[config.mk]
export PLATFORM = sky130hd
export DESIGN_NAME = wep_front
export DESIGN_NICKNAME = d
export VERILOG_FILES = /design/src/hw/rtl/wep_pkg.sv /design/src/hw/rtl/wep_front.sv
export SDC_FILE = /design/constraint.sdc
export NUM_CORES = 1
export LEC_CHECK = 0
export BUFFER_PORTS_ARGS = -buffer_cell sky130_fd_sc_hd__buf_2
export CORE_ASPECT_RATIO = 1.2
export CORE_MARGIN = 2
export CORE_UTILIZATION = 46
export DETAILED_ROUTE_END_ITERATION = 10
export PLACE_DENSITY = 0.66
export SYNTH_ARGS = -nofsm -noshare
export SYNTH_HDL_FRONTEND = slang
export SYNTH_SLANG_ARGS = --single-unit
export TNS_END_PERCENT = 1
[constraint.sdc]
create_clock -name aclk -period 7.85 [get_ports aclk]
set_clock_uncertainty 0.2 [all_clocks]
set_input_delay 1.57 -clock aclk [delete_from_list [all_inputs] [get_ports aclk]]
set_output_delay 1.57 -clock aclk [all_outputs]
set_load 0.02 [all_outputs]
[src/hw/rtl/wep_pkg.sv]
// Shared types and constants for the wireframe edge projector.
// No dependencies; imported by every module of the block.
package wep_pkg;

    localparam int FIELD_W          = 16;
    localparam int COORD_W          = 32;
    localparam int TRIG_W           = 16;
    localparam int FOCAL_W          = 15;
    localparam int COORD_FRAC       = 8;
    localparam int TRIG_FRAC        = 14;
    localparam int NUM_W            = 64;
    localparam int DEN_W            = COORD_W + 1 + COORD_FRAC;
    localparam int QUO_W            = 17;
    localparam int ROT_LAT          = 6;
    localparam int PROJ_LAT         = QUO_W + 6;
    localparam int CFG_IDX_W        = 3;
    localparam int CFG_DATA_W       = 64;
    localparam int IN_DATA_W        = 6 * FIELD_W;
    localparam int OUT_DATA_W       = 4 * FIELD_W;
    localparam int SCREEN_SCALE_DEF = 100;
    localparam int FIFO_DEPTH_DEF   = 4;

    typedef enum logic [CFG_IDX_W-1:0] {
        REG_OBJ_OFS, REG_OBJ_TRIG_XY, REG_OBJ_TRIG_Z, REG_CAM_OFS,
        REG_CAM_TRIG_XY, REG_CAM_TRIG_Z, REG_FOCAL, REG_SCREEN
    } cfg_reg_t;

    typedef logic signed [COORD_W-1:0] coord_t;
    typedef logic signed [TRIG_W-1:0]  trig_t;

    typedef struct packed {
        logic signed [FIELD_W-1:0] start_x;
        logic signed [FIELD_W-1:0] start_y;
        logic signed [FIELD_W-1:0] start_z;
        logic signed [FIELD_W-1:0] end_x;
        logic signed [FIELD_W-1:0] end_y;
        logic signed [FIELD_W-1:0] end_z;
        logic                      last;
    } edge_t;

    typedef struct packed {
        logic  vld;
        edge_t data;
    } edge_q_t;

endpackage

[src/hw/rtl/wep_front.sv]
// Input side of the projector: accepts edge beats and queues them.
// Depends on wep_pkg.
module wep_front #(
    parameter int DEPTH = wep_pkg::FIFO_DEPTH_DEF
) (
    input  logic                           aclk,
    input  logic                           aresetn,
    input  logic                           s_tvalid,
    output logic                           s_tready,
    input  logic [wep_pkg::IN_DATA_W-1:0]  s_tdata,
    input  logic                           s_tlast,
    input  logic                           pop,
    output wep_pkg::edge_q_t               head
);
    import wep_pkg::*;

    localparam int PW = $clog2(DEPTH);
    localparam int CW = $clog2(DEPTH + 1);

    edge_t          mem_reg [DEPTH];
    edge_t          in_edge;
    logic [PW-1:0]  wr_reg, rd_reg;
    logic [CW-1:0]  cnt_reg;
    logic           push, pull;

    assign in_edge.start_x = s_tdata[0*FIELD_W +: FIELD_W];
    assign in_edge.start_y = s_tdata[1*FIELD_W +: FIELD_W];
    assign in_edge.start_z = s_tdata[2*FIELD_W +: FIELD_W];
    assign in_edge.end_x   = s_tdata[3*FIELD_W +: FIELD_W];
    assign in_edge.end_y   = s_tdata[4*FIELD_W +: FIELD_W];
    assign in_edge.end_z   = s_tdata[5*FIELD_W +: FIELD_W];
    assign in_edge.last    = s_tlast;

    assign s_tready  = cnt_reg != CW'(DEPTH);
    assign push      = s_tvalid && s_tready;
    assign pull      = pop && head.vld;
    assign head.vld  = cnt_reg != '0;
    assign head.data = mem_reg[rd_reg];

    always_ff @(posedge aclk) begin
        if (push) begin
            mem_reg[wr_reg] <= in_edge;
        end
    end

    always_ff @(posedge aclk) begin
        if (!aresetn) begin
            wr_reg  <= '0;
            rd_reg  <= '0;
            cnt_reg <= '0;
        end else begin
            if (push) begin
                wr_reg <= (wr_reg == PW'(DEPTH - 1)) ? '0 : wr_reg + PW'(1);
            end
            if (pull) begin
                rd_reg <= (rd_reg == PW'(DEPTH - 1)) ? '0 : rd_reg + PW'(1);
            end
            case ({push, pull})
                2'b10: cnt_reg <= cnt_reg + CW'(1);
                2'b01: cnt_reg <= cnt_reg - CW'(1);
                default: cnt_reg <= cnt_reg;
            endcase
        end
    end

endmodule

==> impl_results.md, run 1 <==
* Max IR drop VDD at 0.0001925 V
* Post-Syn Area per Cell at 25.71 um2
* Pre-antenna DRT Iters at 4
* Req. time, crit path at 6.08 ns
* Worst Path Class, Setup: flip-flop to output pin
* Sink Count at 397
* Yosys reg bits at 397
* Initial Util at 46.42%
* Core Region at 0.03118 mm2
* Post-synth EDFFs at 388
* Actual slew at the worst max-slew pin at 0.9252 ns
* Register area at 0.01184 mm2
* Gr ovfl total at 0
* Vert. Die Dim at 198.3 um
* Synth top area cells: edfxtp_1 (80%), mux4_2 (15%), dfxtp_1 (1.2%), ha_1 (0.52%), buf_6 (0.47%)
* Layout cells sized above 1 at 45.16%
* Nets at 893
* Number of H-tree branching levels at 2
* Seq/Total Area, Yosys at 81.74%
* IO Pins at 200
* PortBufs at 199
* Post-route ant nets at 0
* Die area at 0.03291 mm2
* Largest net degree at the start of global routing at 63
* Drt drc at 0
* Static Leakage at 5.668 nW
* WL final at 27,100 um
* Outcome: finished clean
* Post-CTS Hold Fix Bufs at 0
* Skew-Pair Late Insertion Delay at 0.52 ns
* Hold Crit Class: flip-flop to flip-flop
* DP HPWL at 16,490 um
* Largest register FFs at 388
* Worst Setup End Kind: output pin
* Period utilisation layout at 59.91%
* CTS tree: done
* Wire per inst at 22.38 um
* Clock Path Buffers at 3
* Post-cts gate resize count at 0
* Setup TNS at 0 ns
* Initial DRC Count at 471
* Vias in the first global route at 7,208
* Async S/R FF share, synth at 0%
* Synth warnings at 0
* Largest area contributor in the netlist: edfxtp_1
* First-pass GRT wire length at 40,720 um
* Root Driver: clkbuf_16
* Vias at 6,514
* GPL Wtd Cong at 0.7008
* GRT Resource Usage Total at 16.46%
* Fin. Hold Viols at 0
* Antenna violations before repair at 4
* Hold WS at 0.3087 ns
* Mapped Area at 0.01448 mm2
* Final setup viols at 0
* PD cells at 327.7 mW/mm2
* Filler cells at 2,331
* Fin crit period at 4.703 ns
* Most used DFF post-synth: edfxtp_1
* Max Slew Vio Count at 0
* Max-cap violations at 0
* WP data arrival at 2.93 ns
* Critical-path maximum fanout at 44
* Clk slew on worst S/H paths at 0.07 ns
* Slew margin rel. at 38.32%
* Layout area overhead at 17.82%
* Distinct cell type count after synthesis at 25
* Startpoint class of the critical path: flip-flop
* Die width at 165.9 um
* Synthesized instance count at 563
* Area of the multi-input gates at 0.002484 mm2
* Fmax at 212.6 MHz
* Syn nets at 671
* Post-synth top area share at 80.49%
* Via density at 5.379
* RSZ-0062 raised after global routing: false
* Post-CTS setup buffer count at 0
* CTS Buf Count at 38
* Cell Rows at 71
## synthesized netlist by cell type (all sizes together) (2+ instances only)
cell,number
nand3,2
mux4,97
inv,7
or3,2
nand2,6
edfxtp,388
dfxtp,9
o21ai,5
and2,3
and3,4
clkbuf,7
buf,17
nor2,2
ha,6
## where the power goes
| group | leakage [nW] | internal (mW) | switching, mW |
|---|---|---|---|
| Sequential | 3.64 | 2.55 | 0.115 |
| Combinational | 1.47 | 0.532 | 0.711 |
| Clock | 0.564 | 0.974 | 0.702 |
| Total | 5.67 | 4.06 | 1.53 |
## kinds of logic after synthesis
kind of cell | count (synthesis) | synth area share, %
flip-flops | 397 | 81.74
multiplexers | 98 | 15.16
buffers and inverters | 31 | 1.210
AND/OR/NAND/NOR | 21 | 0.8385
AO/OA/AOI/OAI | 7 | 0.2766
adder cells (fa/ha/maj) | 7 | 0.6569
XOR/XNOR | 2 | 0.1210
## placed cells by master (no fill, tap or decap), drive strengths merged
master    count
and3          4
xnor2         1
diode         4
nor2          2
clkinv        9
xor2          1
mux4         97
or3           2
ha            6
mux2i         1
bufinv        1
dfxtp         9
buf         206
fa            1
edfxtp      388
clkbuf       49
o31ai         1
o21ai         5
clkinvlp      1
and2          3
inv           8
or3b          1
nand2         6
nand4         1
nand3         2
a21boi        1
## per-layer routing
| metal | GRT usage [%] | vias to the layer above | part of all wire (%) |
|---|---|---|---|
| li1 | - | 2856 | - |
| met2 | 30.97 | 177 | 55 |
| met4 | 5.217 | 2 | 2.4 |
| met5 | 0 | - | 0.044 |
| met3 | 4.457 | 50 | 6.1 |
| met1 | 18.09 | 3429 | 36 |
## layout make-up
type / instances / share of cell area [%]
flip-flops and latches: 397 / 69.42
well taps: 401 / 2.942
diodes: 4 / 0.05869
multi-input cells: 135 / 14.56
clock buffers: 49 / 6.178
clock inverters: 12 / 0.5356
inverters: 7 / 0.1541
repair buffers: 206 / 6.148
## critical path: stages, from the launching register on
cell	delay, ns
dfxtp_4	0.93
buf_4	0.63
mux4_2	0.60
buf_2	0.18
## stage by stage
stage | setup WS [ns] | utilization [%] | cell area (um2) | std cells | power [mW]
floorplan | 4.416 | - | 14480 | 563 | 3.580
finish | 3.147 | 54.69 | 17050 | 1211 | 5.589
global placement | 3.575 | 50.99 | 15900 | 1146 | 3.962
detailed placement | 3.564 | 50.99 | 15900 | 1146 | 3.996
global route | 2.880 | 54.67 | 17050 | 1208 | 5.833
CTS | 3.005 | 54.66 | 17040 | 1207 | 5.681
## path summary, 6_finish.rpt
| kind | start | to | slack (ns) | cells past startpoint |
|---|---|---|---|---|
| max | flip-flop | head[96] | 3.15 | 3 |
| min | rd_reg[1] | flip-flop | 0.31 | 2 |
| max reg2reg | cnt_reg[0] | mem_reg[1][16] | 4.98 | 3 |
| min reg2reg | rd_reg[1] | flip-flop | 0.31 | 2 |
(Power assumes the default switching activity.)
==> run 2: changes to the inputs <==
--- a/config.mk
+++ b/config.mk
@@ -5,12 +5,13 @@
 export SDC_FILE = /design/constraint.sdc
 export NUM_CORES = 1
 export LEC_CHECK = 0
+export ABC_AREA = 1
 export BUFFER_PORTS_ARGS = -buffer_cell sky130_fd_sc_hd__buf_2
 export CORE_ASPECT_RATIO = 1.2
 export CORE_MARGIN = 2
 export CORE_UTILIZATION = 46
 export DETAILED_ROUTE_END_ITERATION = 10
-export PLACE_DENSITY = 0.66
+export PLACE_DENSITY = 0.69
 export SYNTH_ARGS = -nofsm -noshare
 export SYNTH_HDL_FRONTEND = slang
 export SYNTH_SLANG_ARGS = --single-unit
==> constraint.sdc (replaced) <==
create_clock -name aclk -period 4.3 [get_ports aclk]
set_clock_uncertainty 0.2 [all_clocks]
set_input_delay 0.86 -clock aclk [delete_from_list [all_inputs] [get_ports aclk]]
set_output_delay 0.86 -clock aclk [all_outputs]
set_load 0.02 [all_outputs]
==> impl_results.md, run 2 <==
* Clock Path Buffers at 3
* Vias at 8,796
* Core Region at 0.03198 mm2
* Clk pwr share at 29.1%
* Slew margin rel. at 39.09%
* Most used DFF post-synth: edfxtp_1
* Vias in the first global route at 8,660
* Syn nets at 1,114
* Initial DRC Count at 801
* Main combinational cell family by area after synthesis: compound AO/OA/AOI/OAI gates
* RSZ-0062 raised after global routing: false
* Largest net degree at the start of global routing at 195
* Most frequent cells in the layout: edfxtp_1 (388), nor2_1 (205), buf_2 (199), o21ai_0 (133), o22ai_1 (97)
* Vert. Die Dim at 200.7 um
* PortBufs at 199
* Register area at 0.01184 mm2
* Startpoint class of the critical path: flip-flop
* Fmax at 280.4 MHz
* Seq/Total Area, Yosys at 79.79%
* GPL Wtd Cong at 0.8115
* Synth top area cells: edfxtp_1 (79%), nor2_1 (5.3%), o21ai_0 (4.5%), o22ai_1 (4.1%), o21ai_1 (2.1%)
* WHS Path Cells at 2
* Xor-xnor portion of the synthesized cell area at 0%
* Compound-Gate Fraction of Synth Area at 10.81%
* Die width at 167.9 um
* First-pass GRT wire length at 47,750 um
* Die area at 0.03369 mm2
* WL final at 31,120 um
* Wire per inst at 18.98 um
* DP HPWL at 17,030 um
* Flop pwr share at 42.7%
* Post-CTS setup buffer count at 0
* Initial Util at 46.37%
* Filler cells at 2,561
* Post-cts gate resize count at 0
* Number of H-tree branching levels at 2
* Post-Syn Area per Cell at 14.74 um2
* Max IR drop VDD at 0.0004002 V
* Count leader, synth: edfxtp_1
* Fin. Hold Viols at 0
* WP data arrival at 2.51 ns
* Reg2reg setup slack at 1.82 ns
* Area of the multi-input gates at 0.002587 mm2
* Worst Path Class, Setup: flip-flop to output pin
* Synth warnings at 0
* Root Driver: clkbuf_16
* Fin crit period at 3.567 ns
* Hold Crit Class: flip-flop to flip-flop
* Distinct cell type count after synthesis at 20
* Layout cells sized above 1 at 22.33%
* Actual slew at the worst max-slew pin at 0.9137 ns
* Pre-antenna DRT Iters at 5
* Post-synthesis mux area share at 0%
* Cell Rows at 72
* Post-route ant nets at 0
* Sw Ratio at 33.21%
* Nets at 1,307
* CTS Buf Count at 39
* R2R cell count at 5
* Via density at 5.367
* Gr ovfl total at 0
* Layout area overhead at 17.73%
* Outcome: finished clean
* Static Leakage at 6.094 nW
* Top post-synthesis cells by count: edfxtp_1 (388), nor2_1 (209), o21ai_0 (133), o22ai_1 (97), o21ai_1 (63)
* Final setup viols at 0
* Async S/R FF share, synth at 0%
* Largest register FFs at 388
* Yosys reg bits at 397
* Skew-Pair Late Insertion Delay at 0.52 ns
* CTS tree: done
* Max Slew Vio Count at 0
* Period utilisation layout at 82.94%
* Fraction of the mapped netlist area in simple logic gates at 5.797%
* Commonest non-fill, non-tap cell in the layout: edfxtp_1
* Post-synth EDFFs at 388
* Synthesized instance count at 1,006
* Post-synth top area share at 78.58%
* Critical-path maximum fanout at 117
* Max-cap violations at 0
* Worst r2r src: cnt_reg[1]
* GRT Resource Usage Total at 18.42%
* Clk slew on worst S/H paths at 0.06 ns
* Post-Synth Adder-Cell Area at 0.6413%
* Combinational Power Share at 28.2%
* Hold path start: rd_reg[1]
* Mapped Area at 0.01483 mm2
* Req. time, crit path at 3.24 ns
* Reg2reg end: mem_reg[2][45]
* Largest area contributor in the netlist: edfxtp_1
* Antenna violations before repair at 8
* Post-Layout Inst Area at 0.01746 mm2
* P_int at 7.500 mW
* Switching power at 3.728 mW
* IO Pins at 200
* Worst Setup End Kind: output pin
* Sink Count at 397
* Post-CTS Hold Fix Bufs at 0
* PD cells at 643.2 mW/mm2
* Layout Utilization at 54.59%
* Placed cell area at 0.01621 mm2
* Drt drc at 0
run 2: metal layers:
metal	share of wire, %	GRT usage, %	up-vias	wire length (um)
met1	41	23.63	4249	12650
li1	-	-	4192	-
met4	2.9	6.615	8	887
met3	7.1	4.476	70	2210
met5	0.18	0	-	57
met2	49	30.71	277	15310
run 2: metrics by stage:
stage	total power [mW]	hold slack [ns]	setup TNS (ns)	std cells	worst slack (ns)
floorplan	7.021	0.2827	-599.15	1006	-1.544
global placement	8.045	0.3095	0	1565	1.254
detailed placement	8.085	0.3197	0	1565	1.249
CTS	11.36	0.3155	0	1634	0.6773
global route	11.80	0.3286	0	1635	0.5172
finish	11.23	0.3264	0	1639	0.7334
run 2: final cells by class:
cell class	instances	area share [%]
flip-flops and latches	397	67.82
multi-input cells	530	14.82
repair buffers	214	6.924
clock buffers	50	6.071
well taps	407	2.917
clock inverters	19	0.9748
inverters	17	0.4014
diodes	5	0.07167
run 2: how the worst max path moves through the flow:
stage / slack, ns / depth (start not counted) / start / to
finish: 0.73 / 5 / flip-flop / head[29]
floorplan: -1.54 / 2 / s_tvalid / mem_reg[0][0]
global placement: 1.25 / 5 / flip-flop / head[28]
detailed placement: 1.25 / 5 / flip-flop / head[41]
global route: 0.52 / 5 / flip-flop / head[34]
CTS: 0.68 / 5 / flip-flop / head[41]
run 2: worst max-delay path, stage by stage, from the launching register on:
cell and delay (ns):
dfxtp_4 0.36, inv_6 0.63, buf_4 0.48, nor2_1 0.13, o22ai_1 0.18, buf_2 0.18
run 2: cell families after synthesis:
| family | Yosys count |
|---|---|
| AO/OA/AOI/OAI | 296 |
| flip-flops | 397 |
| adder cells (fa/ha/maj) | 7 |
| buffers and inverters | 79 |
| AND/OR/NAND/NOR | 227 |
run 2: power by group through the flow:
stage / Combinational [mW] / Clock [mW] / Sequential (mW)
global route: 3.46 / 3.51 / 4.83
CTS: 3.21 / 3.34 / 4.80
global placement: 3.17 / 0 / 4.87
detailed placement: 3.20 / 0 / 4.88
finish: 3.16 / 3.27 / 4.80
floorplan: 2.18 / 0 / 4.84
==> run 3: changes to the inputs <==
--- a/config.mk
+++ b/config.mk
@@ -11,7 +11,7 @@
 export CORE_MARGIN = 2
 export CORE_UTILIZATION = 46
 export DETAILED_ROUTE_END_ITERATION = 10
-export PLACE_DENSITY = 0.69
+export PLACE_DENSITY = 0.66
 export SYNTH_ARGS = -nofsm -noshare
 export SYNTH_HDL_FRONTEND = slang
 export SYNTH_SLANG_ARGS = --single-unit
==> constraint.sdc (replaced) <==
create_clock -name aclk -period 3.5 [get_ports aclk]
set_clock_uncertainty 0.2 [all_clocks]
set_input_delay 0.7 -clock aclk [delete_from_list [all_inputs] [get_ports aclk]]
set_output_delay 0.7 -clock aclk [all_outputs]
set_load 0.02 [all_outputs]
==> impl_results.md, run 3 (same netlist as run 2, synthesis figures left out) <==
* Static Leakage at 6.118 nW
* Vert. Die Dim at 200.7 um
* Placed cell area at 0.01629 mm2
* Hold WS at 0.1729 ns
* Layout cells sized above 1 at 22.66%
* Clk slew on worst S/H paths at 0.06 ns
* Core Region at 0.03198 mm2
* Post-cts gate resize count at 0
* Sink Count at 397
* Wire per inst at 19.03 um
* Vias at 8,922
* Largest register FFs at 388
* WHS Path Cells at 1
* Max-cap violations at 0
* Worst Path Class, Setup: flip-flop to output pin
* Hold path start: s_tdata[89]
* Post-CTS Hold Fix Bufs at 0
* Max IR drop VDD at 0.0004809 V
* PortBufs at 199
* Skew-Pair Late Insertion Delay at 0.53 ns
* Actual slew at the worst max-slew pin at 1.024 ns
* Fmax at 305.1 MHz
* Req. time, crit path at 2.60 ns
* Initial DRC Count at 768
* Slew margin rel. at 31.72%
* Die area at 0.03369 mm2
* RSZ-0062 raised after global routing: false
* Power Total at 13.72 mW
* Flop pwr share at 42.3%
* Layout area overhead at 17.94%
* Antenna violations before repair at 6
* IO Pins at 200
* GPL Wtd Cong at 0.7378
* PD cells at 784.6 mW/mm2
* Reg2reg end: cnt_reg[2]
* Clock Path Buffers at 3
* Sw Ratio at 33.56%
* Final std cells w/o fill at 1,641
* Root Driver: clkbuf_16
* Clk pwr share at 28.3%
* Placed Instances at 1,568
* Final setup viols at 0
* Drt drc at 0
* Outcome: finished clean
* Fin crit period at 3.278 ns
* Cell Rows at 72
* Commonest non-fill, non-tap cell in the layout: edfxtp_1
* Post-CTS setup buffer count at 0
* CTS tree: done
* DP HPWL at 16,900 um
* P_int at 9.116 mW
* WL final at 31,230 um
* Number of H-tree branching levels at 2
* Reg2reg setup slack at 1.22 ns
* Via density at 5.437
* Period utilisation layout at 93.65%
* Combinational Power Share at 29.3%
* Largest net degree at the start of global routing at 195
* Post-route ant nets at 0
* Slowest cell on crit path: buf_12
* Hold Crit Class: input port to flip-flop
* CTS Buf Count at 40
* Startpoint class of the critical path: flip-flop
* Crit-path cells: buf_12 -> o21ai_0 -> o22ai_1 -> buf_2
* Worst Setup End Kind: output pin
* Hold EP: mem_reg[1][10]
* GRT Resource Usage Total at 18.62%
* Fin. Hold Viols at 0
* Worst r2r src: cnt_reg[1]
* Vias in the first global route at 8,982
* Nets at 1,311
* Max Slew Vio Count at 0
* WP data arrival at 2.38 ns
* Gr ovfl total at 0
* Critical-path maximum fanout at 194
* Post-Layout Inst Area at 0.01749 mm2
* First-pass GRT wire length at 48,860 um
* Switching power at 4.605 mW
* Setup TNS at 0 ns
* Initial Util at 46.37%
* Pre-antenna DRT Iters at 5
* Worst path max stage delay at 0.45 ns
* R2R cell count at 12
* Most frequent cells in the layout: edfxtp_1 (388), nor2_1 (205), buf_2 (199), o21ai_0 (133), o22ai_1 (97)
* Die width at 167.9 um
## run 3: layout make-up
type / instances / area [um2]
clock buffers: 47 / 1049
inverters: 17 / 70.07
flip-flops and latches: 397 / 11840
fillers: 2608 / 14490
well taps: 407 / 509.2
repair buffers: 217 / 1285
clock inverters: 23 / 141.4
multi-input cells: 530 / 2587
diodes: 3 / 7.507
## run 3: worst max-delay path: cells and delay by family (launching register included)
| kind | cells | cell delay [ns] |
|---|---|---|
| buffers and inverters | 2 | 0.66 |
| AOI/OAI and AO/OA | 2 | 0.48 |
| DFF | 1 | 0.38 |
## run 3: power groups by stage
stage	clock, mW	sequential [mW]	combinational (mW)
after floorplan	0	5.92	2.68
after global placement	0	5.90	4.03
after detailed placement	0	5.91	4.09
after CTS	3.98	5.81	4.10
after global routing	4.14	5.85	4.40
final	3.89	5.81	4.03
## run 3: worst max path at each step
stage / startpoint / end / slack, ns / cells after the start
3_5_place_dp: flip-flop / head[84] / 0.64 / 4
6_report: flip-flop / head[67] / 0.22 / 4
4_1_cts: flip-flop / head[84] / 0.05 / 4
2_1_floorplan: s_tvalid / mem_reg[0][0] / -0.59 / 2
3_3_place_gp: flip-flop / head[88] / 0.67 / 4
5_1_grt: flip-flop / head[84] / 0.11 / 4
## run 3: per-stage QoR
stage,util [%],setup WS (ns)
6_report,54.68,0.2223
5_1_grt,54.68,0.1142
4_1_cts,54.65,0.05397
3_5_place_dp,50.93,0.6432
3_3_place_gp,50.93,0.6740
2_1_floorplan,-,-0.5885
## run 3: metal layers
| metal | up-vias | GRT usage, % | share of wire (%) |
|---|---|---|---|
| met3 | 62 | 4.929 | 6.4 |
| met1 | 4423 | 23.69 | 42 |
| met4 | 6 | 6.087 | 2.5 |
| li1 | 4195 | - | - |
| met2 | 236 | 31.21 | 49 |
| met5 | - | 0 | 0.11 |
